### src/rtl/core/block_cipher_256_encrypt_top_macros.svh
// ----------------------------------------------------------------------------
// Assertion macros
// Shared forms for the concurrent checks of the block cipher core.
// ----------------------------------------------------------------------------
`ifndef BLOCK_CIPHER_256_ENCRYPT_TOP_MACROS_SVH
`define BLOCK_CIPHER_256_ENCRYPT_TOP_MACROS_SVH

// The consequent must hold in the same cycle as the antecedent.
`define BC_ASSERT_SAME(label, clock, rst_n, ante, cons, msg) \
	label: assert property (@(posedge clock) disable iff (!rst_n) \
		(ante) |-> (cons)) else $error(msg);

// The consequent must hold in the cycle after the antecedent.
`define BC_ASSERT_NEXT(label, clock, rst_n, ante, cons, msg) \
	label: assert property (@(posedge clock) disable iff (!rst_n) \
		(ante) |=> (cons)) else $error(msg);

`endif

### src/rtl/core/bc256_pkg.sv
// ----------------------------------------------------------------------------
// Block cipher package
// Types, register codes and round functions of the 256-bit block cipher.
// ----------------------------------------------------------------------------
package bc256_pkg;

	localparam int WORD_W    = 64;
	localparam int CFG_IDX_W = 2;

	typedef logic [WORD_W-1:0] word_t;

	localparam logic [CFG_IDX_W-1:0] REG_KEY_0 = 2'd0;
	localparam logic [CFG_IDX_W-1:0] REG_KEY_1 = 2'd1;
	localparam logic [CFG_IDX_W-1:0] REG_KEY_2 = 2'd2;
	localparam logic [CFG_IDX_W-1:0] REG_KEY_3 = 2'd3;

	typedef struct packed {
		word_t plain_a;
		word_t plain_b;
		word_t plain_c;
		word_t plain_d;
	} plain_t;

	typedef struct packed {
		word_t cipher_a;
		word_t cipher_b;
		word_t cipher_c;
		word_t cipher_d;
	} cipher_t;

	typedef struct packed {
		word_t a;
		word_t b;
		word_t c;
		word_t d;
	} blk_t;

	typedef struct packed {
		word_t k0;
		word_t k1;
		word_t k2;
		word_t k3;
	} key_t;

	function automatic word_t rol(input word_t x, input int unsigned n);
		int unsigned m;
		m = n % WORD_W;
		if (m == 0) begin
			return x;
		end
		return (x << m) | (x >> (WORD_W - m));
	endfunction

	function automatic word_t round_const(input word_t r);
		word_t x;
		x = r;
		x = x ^ rol(x, 3);
		x = x ^ rol(x, 6);
		x = x ^ rol(x, 17);
		x = x ^ rol(x, 15);
		x = x ^ rol(x, 24);
		return x;
	endfunction

	function automatic blk_t mix_layer(input blk_t s, input int unsigned r0,
			input int unsigned r1, input int unsigned r2);
		blk_t w;
		w   = s;
		w.b = rol(w.b, r0);
		w.c = rol(w.c, r1);
		w.d = rol(w.d, r2);
		w.a = w.a ^ w.d;
		w.b = w.b ^ w.c;
		w.c = w.c ^ w.a;
		w.d = w.d ^ w.b;
		return w;
	endfunction

	function automatic blk_t nonlinear(input blk_t s);
		blk_t  w;
		word_t t;
		w   = s;
		t   = w.a;
		w.a = (w.a & w.b) ^ w.c;
		w.c = (w.b & w.c) ^ w.d;
		w.d = (w.d & w.a) ^ t;
		w.b = w.b ^ (w.c & t);
		return w;
	endfunction

	function automatic blk_t round_fn(input blk_t s, input word_t rc);
		blk_t w;
		w   = s;
		w.a = w.a ^ rc;
		w   = mix_layer(w, 1, 2, 3);
		w   = mix_layer(w, 4, 8, 12);
		w   = mix_layer(w, 16, 32, 48);
		w   = nonlinear(w);
		return w;
	endfunction

endpackage

### src/rtl/core/bc256_round_cell.sv
// ----------------------------------------------------------------------------
// Round cell
// One cipher round with its own fixed constant, registered at the output.
// ----------------------------------------------------------------------------
module bc256_round_cell #(
	parameter int ROUND_IDX = 0
) (
	input  logic             clk,
	input  logic             arst_n,
	input  logic             vld_in,
	input  bc256_pkg::blk_t  blk_in,
	output logic             vld_out,
	output bc256_pkg::blk_t  blk_out
);

	localparam bc256_pkg::word_t RC =
		bc256_pkg::round_const(bc256_pkg::word_t'(ROUND_IDX));

	logic            vld_s1;
	bc256_pkg::blk_t blk_s1;

	always_ff @(posedge clk or negedge arst_n) begin
		if (!arst_n) begin
			vld_s1 <= 1'b0;
		end else begin
			vld_s1 <= vld_in;
		end
	end

	always_ff @(posedge clk) begin
		blk_s1 <= bc256_pkg::round_fn(blk_in, RC);
	end

	assign vld_out = vld_s1;
	assign blk_out = blk_s1;

endmodule

### config.mk
export PLATFORM = sky130hd
export DESIGN_NAME = bc256_round_cell
export DESIGN_NICKNAME = d
export VERILOG_FILES = /design/src/rtl/core/block_cipher_256_encrypt_top_macros.svh /design/src/rtl/core/bc256_pkg.sv /design/src/rtl/core/bc256_round_cell.sv
export SDC_FILE = /design/constraint.sdc
export NUM_CORES = 1
export LEC_CHECK = 0
export BUFFER_PORTS_ARGS = -buffer_cell sky130_fd_sc_hd__buf_2
export CAP_MARGIN = 10
export CORE_MARGIN = 1.5
export CORE_UTILIZATION = 55
export CTS_CLUSTER_SIZE = 24
export DETAILED_ROUTE_END_ITERATION = 10
export PLACE_DENSITY = 0.87
export SLEW_MARGIN = 15
export SYNTH_ARGS = -nofsm -noshare
export SYNTH_HDL_FRONTEND = slang
export SYNTH_SLANG_ARGS = --single-unit
export TNS_END_PERCENT = 30
### constraint.sdc
create_clock -name clk -period 0.8 [get_ports clk]
set_clock_uncertainty 0.15 [all_clocks]
set_input_delay 0.16 -clock clk [delete_from_list [all_inputs] [get_ports clk]]
set_output_delay 0.16 -clock clk [all_outputs]
set_load 0.01 [all_outputs]
==> flow_metrics.env, run 1 <==
export IMPL_status="did not finish"
export IMPL_failed_stage="5_1_grt"
export IMPL_tool_error="[ERROR GRT-0116] Global routing finished with congestion. Check the congestion regions in the DRC Viewer."
export IMPL_grt_pass1_vias=26936
export IMPL_syn_num_nets=2048
export IMPL_ios=516
export IMPL_synth_compound_area_share_pct=12.62
export IMPL_yosysUniqueCellTypes=45
export IMPL_grt_pass1_wl_um=182700
export IMPL_synthSimpleGateAreaFrac_pct=7.978
export IMPL_die_w_um=199.3
export IMPL_numCtsBuffers=30
export IMPL_synth_area_leaders="dfxtp_1, xnor2_4, xnor3_1"
export IMPL_synth_xor_area_share_pct=49.59
export IMPL_synth_top_family_by_area="XOR/XNOR gates"
export IMPL_syn_inst=1789
export IMPL_place_hpwl_um=56610
export IMPL_synth_yosys_warnings=0
export IMPL_cts_sinks=257
export IMPL_ys_flop_type="dfxtp_1"
export IMPL_synth_edff_count=0
export IMPL_grt_overflow_total=21
export IMPL_muxShareOfSynthArea_pct=3.735
export IMPL_num_rows=71
export IMPL_async_flop_share_pct=0.3891
export IMPL_synth_adder_area_share_pct=1.363
export IMPL_yosysSeqAreaShare_pct=24.29
export IMPL_fp_dieH_um=199.3
export IMPL_grtUsageTotal_pct=63.85
export IMPL_avgSynthCellArea_um2=11.85
export IMPL_pre_cts_slack_ns=-1.303
export IMPL_synth_top_cell_by_area="dfxtp_1"
export IMPL_htree_num_levels=1
export IMPL_place_gp_congestion=1.026
export IMPL_grt_max_degree=15
export IMPL_synth_seq_cells=257
export IMPL_numPortBuffers=515
export IMPL_ctsLongestPathBuffers=3
export IMPL_syn_area_mm2=0.02120
export IMPL_placed_area_mm2=0.02895
export IMPL_root_buffer="clkbuf_16"
export IMPL_start_util_pct=56.03
export IMPL_yosys_area_top_type_share_pct=24.17
metrics by stage:
stage	std cells	hold slack [ns]	TNS, ns
after detailed placement	3348	-0.2110	-288.53
after CTS	3512	0.02220	-266.54
after floorplan	1789	-0.2856	-232.33
after global placement	3348	-0.2140	-273.92
repair_timing:
item                                   CTS
buffers inserted                       106
hold buffers                             3
resized for setup                      703
setup endpoints to repair              513
pin swaps                              256
endpoints found under the hold margin    2
metal layers:
| metal | GRT overflow | track usage [%] |
|---|---|---|
| met4 | 13 | 65.89 |
| met2 | 6 | 84.20 |
| met5 | 0 | 15.45 |
| met3 | 2 | 50.08 |
| met1 | 0 | 58.90 |
cell usage after synthesis, drive strengths merged (27+ instances only):
library cell    n
xnor2         358
dfxtp         256
xor2          168
o211ai        143
xnor3         102
nand3          83
nand2          79
mux2i          69
a21oi          54
nor2           53
xor3           50
nand2b         48
o21ai          48
a211oi         37
maj3           27
cell families after synthesis:
group	count (synthesis)
buf+inv	24
compound gates	390
mux	78
xor+xnor	678
flops	257
fa+ha+maj	27
simple gates	335
==> run 2: changes to the inputs <==
- CORE_UTILIZATION: 55 -> 40
- CTS_CLUSTER_SIZE: 24 -> unset
- PLACE_DENSITY: 0.87 -> unset
- PLACE_DENSITY_LB_ADDON: unset -> 0.15
==> flow_metrics.env, run 2 <==
export IMPL_grt_overflow_total=0
export IMPL_path_cells="buf_8, xor3_2, xnor3_2, buf_6, nand2_4, nand3_2, o211ai_1"
export IMPL_die_w_um=233.2
export IMPL_drt_drc_violations_left=0
export IMPL_area_growth_pct=73.61
export IMPL_ys_top_cells_by_count="dfxtp_1, xnor2_1, o211ai_1, xor2_1, xnor3_1"
export IMPL_finalCritPeriodShare_pct=180.4
export IMPL_ys_flop_type="dfxtp_1"
export IMPL_synth_edff_count=0
export IMPL_relSlewSlack_pct=61.77
export IMPL_max_freq_mhz=692.9
export IMPL_switching_share_pct=38.52
export IMPL_num_rows=84
export IMPL_finalPower_mw=117.0
export IMPL_synthSimpleGateAreaFrac_pct=7.978
export IMPL_die_area_mm2=0.05440
export IMPL_grt_pass1_wl_um=98600
export IMPL_power_share_combinational_pct=65.1
export IMPL_ctsLongestPathBuffers=3
export IMPL_power_per_cell_area_mw_per_mm2=3179
export IMPL_synth_seq_cells=257
export IMPL_antenna_found_initial=6
export IMPL_worst_pin_slew_ns=0.5716
export IMPL_setup_viol=513
export IMPL_syn_area_mm2=0.02120
export IMPL_avgSynthCellArea_um2=11.85
export IMPL_vias=18738
export IMPL_async_flop_share_pct=0.3891
export IMPL_grt_max_degree=12
export IMPL_hold_viol_final=0
export IMPL_cell_internal_pwr_mw=71.95
export IMPL_htree_num_levels=2
export IMPL_synth_adder_area_share_pct=1.363
export IMPL_syn_inst=1789
export IMPL_place_gp_congestion=0.8791
export IMPL_coreArea_mm2=0.05245
export IMPL_seqCellArea_mm2=0.005295
export IMPL_vias_per_cell=4.986
export IMPL_fp_dieH_um=233.2
export IMPL_violations="setup timing"
export IMPL_tritoncts="yes"
export IMPL_cp_max_fo=8
export IMPL_grtUsageTotal_pct=23.51
export IMPL_place_hpwl_um=52840
export IMPL_wl_per_cell_um=18.80
export IMPL_fin_nets=3299
export IMPL_muxShareOfSynthArea_pct=3.735
export IMPL_nFillCells=3655
export IMPL_finalWirelength_um=70670
export IMPL_status="finished, violations left"
export IMPL_worstPathRequired_ns=1.10
export IMPL_numCtsBuffers=35
export IMPL_post_synth_top_count_cell="dfxtp_1"
export IMPL_largest_register_ffs=256
export IMPL_start_util_pct=40.43
export IMPL_final_cell_mix="buf_4, buf_6, buf_2, xnor2_4, dfxtp_1"
export IMPL_path_class="primary input to register"
export IMPL_grt_setup_unrepaired="true"
export IMPL_yosys_area_top_type_share_pct=24.17
export IMPL_p_clk_share_pct=14.4
export IMPL_synth_area_leaders="dfxtp_1, xnor2_4, xnor3_1"
export IMPL_cts_sinks=257
export IMPL_worstPathArrival_ns=1.75
export IMPL_fin_cells=3758
export IMPL_syn_num_nets=2048
export IMPL_yosysUniqueCellTypes=45
export IMPL_setup_slack_ns=-0.6431
export IMPL_synth_top_cell_by_area="dfxtp_1"
export IMPL_ant_nets=0
export IMPL_multiInputGateArea_mm2=0.01911
export IMPL_root_buffer="clkbuf_16"
export IMPL_seq_power_share_pct=20.5
export IMPL_final_common_cell="buf_4"
export IMPL_pre_cts_slack_ns=-1.209
export IMPL_ios=516
export IMPL_max_vdd_ir_drop_uv=2303
export IMPL_clk_pin_slew_worst_paths_ns=0.06
export IMPL_power_leakage_nw=16.87
export IMPL_drv_slew=0
export IMPL_dp_cells=3544
export IMPL_slowest_stage="xnor3_2"
export IMPL_drtIter0Drc=650
export IMPL_drv_cap=0
export IMPL_yosysSeqAreaShare_pct=24.29
export IMPL_synth_yosys_warnings=0
export IMPL_numPortBuffers=515
export IMPL_dr_pass1_iters=6
export IMPL_fin_crit_ns=1.443
export IMPL_synth_top_family_by_area="XOR/XNOR gates"
export IMPL_grt_pass1_vias=18336
export IMPL_tns_ns=-254.93
export IMPL_cpPeakStageDelay_ns=0.57
export IMPL_drive_above_1_share_pct=66.82
export IMPL_synth_compound_area_share_pct=12.62
export IMPL_worstHoldPathType="primary input to register"
export IMPL_p_sw_mw=45.08
export IMPL_crit_path_start_kind="primary input"
export IMPL_synth_xor_area_share_pct=49.59
export IMPL_critPathCaptureType="register"
-- run 2: timing repair --
item / in CTS / in global routing
hold buffers: 3 / 0
pin swaps: 188 / 288
gates resized for setup: 553 / 560
cloned: 1 / 3
buffers inserted: 63 / 84
endpoints found under the setup margin: 513 / 513
endpoints found under the hold margin: 2 / 0
-- run 2: path summary, 6_finish.rpt --
kind,startpoint,end,depth (start not counted)
setup / recovery,blk_in[61],blk_out[188],7
hold / removal,blk_in[157],blk_out[50],4
max in group asynchronous,arst_n,vld_out,3
min in group asynchronous,arst_n,vld_out,3
-- run 2: area by class of cell --
class / instances / area share, %
antenna: 5 / 0.03399
clock buffer: 52 / 2.913
clock inverter: 10 / 0.4317
inverter: 24 / 0.2515
multi-input combinational: 1511 / 51.92
sequential: 257 / 14.38
tap: 688 / 2.339
timing repair buffer: 1211 / 27.73
-- run 2: per-layer routing --
layer | share of wire [%] | GRT usage [%] | vias up
met1 | 39 | 27.93 | 9132
met2 | 52 | 42.07 | 507
met4 | 3.6 | 7.621 | 2
li1 | - | - | 8954
met3 | 5.3 | 4.834 | 143
met5 | 0.017 | 0 | -
-- run 2: per-stage QoR --
stage          instance area [um2]  hold WS (ns)  util (%)
2_1_floorplan                21690       -0.2856         -
3_3_place_gp                 29400       -0.2131     56.06
3_5_place_dp                 29400       -0.2131     56.06
4_1_cts                      33370       0.05462     63.62
5_1_grt                      36810       0.08284     70.19
6_report                     36810       0.07957     70.19
-- run 2: worst max-delay path: cells and delay by family --
family / cells / cell delay (ns)
AO/OA/AOI/OAI: 1 / 0.15
XOR/XNOR: 2 / 1.05
buffers and inverters: 2 / 0.27
AND/OR/NAND/NOR: 2 / 0.12
-- run 2: cells by family after synthesis --
| group | count (synthesis) |
|---|---|
| buffers and inverters | 24 |
| muxes | 78 |
| adders and majority gates | 27 |
| DFF | 257 |
| xor gates and xnor gates | 678 |
| AOI/OAI and AO/OA | 390 |
| and+or+nand+nor | 335 |
-- run 2: power by group through the flow --
stage          sequential, mW  clock (mW)  combinational [mW]
2_1_floorplan            25.5           0                34.0
3_3_place_gp             22.7           0                58.7
3_5_place_dp             22.7           0                60.1
4_1_cts                  23.9        17.2                67.4
5_1_grt                  24.4        17.7                81.4
6_report                 24.0        16.8                76.2
(Power assumes the default switching activity.)
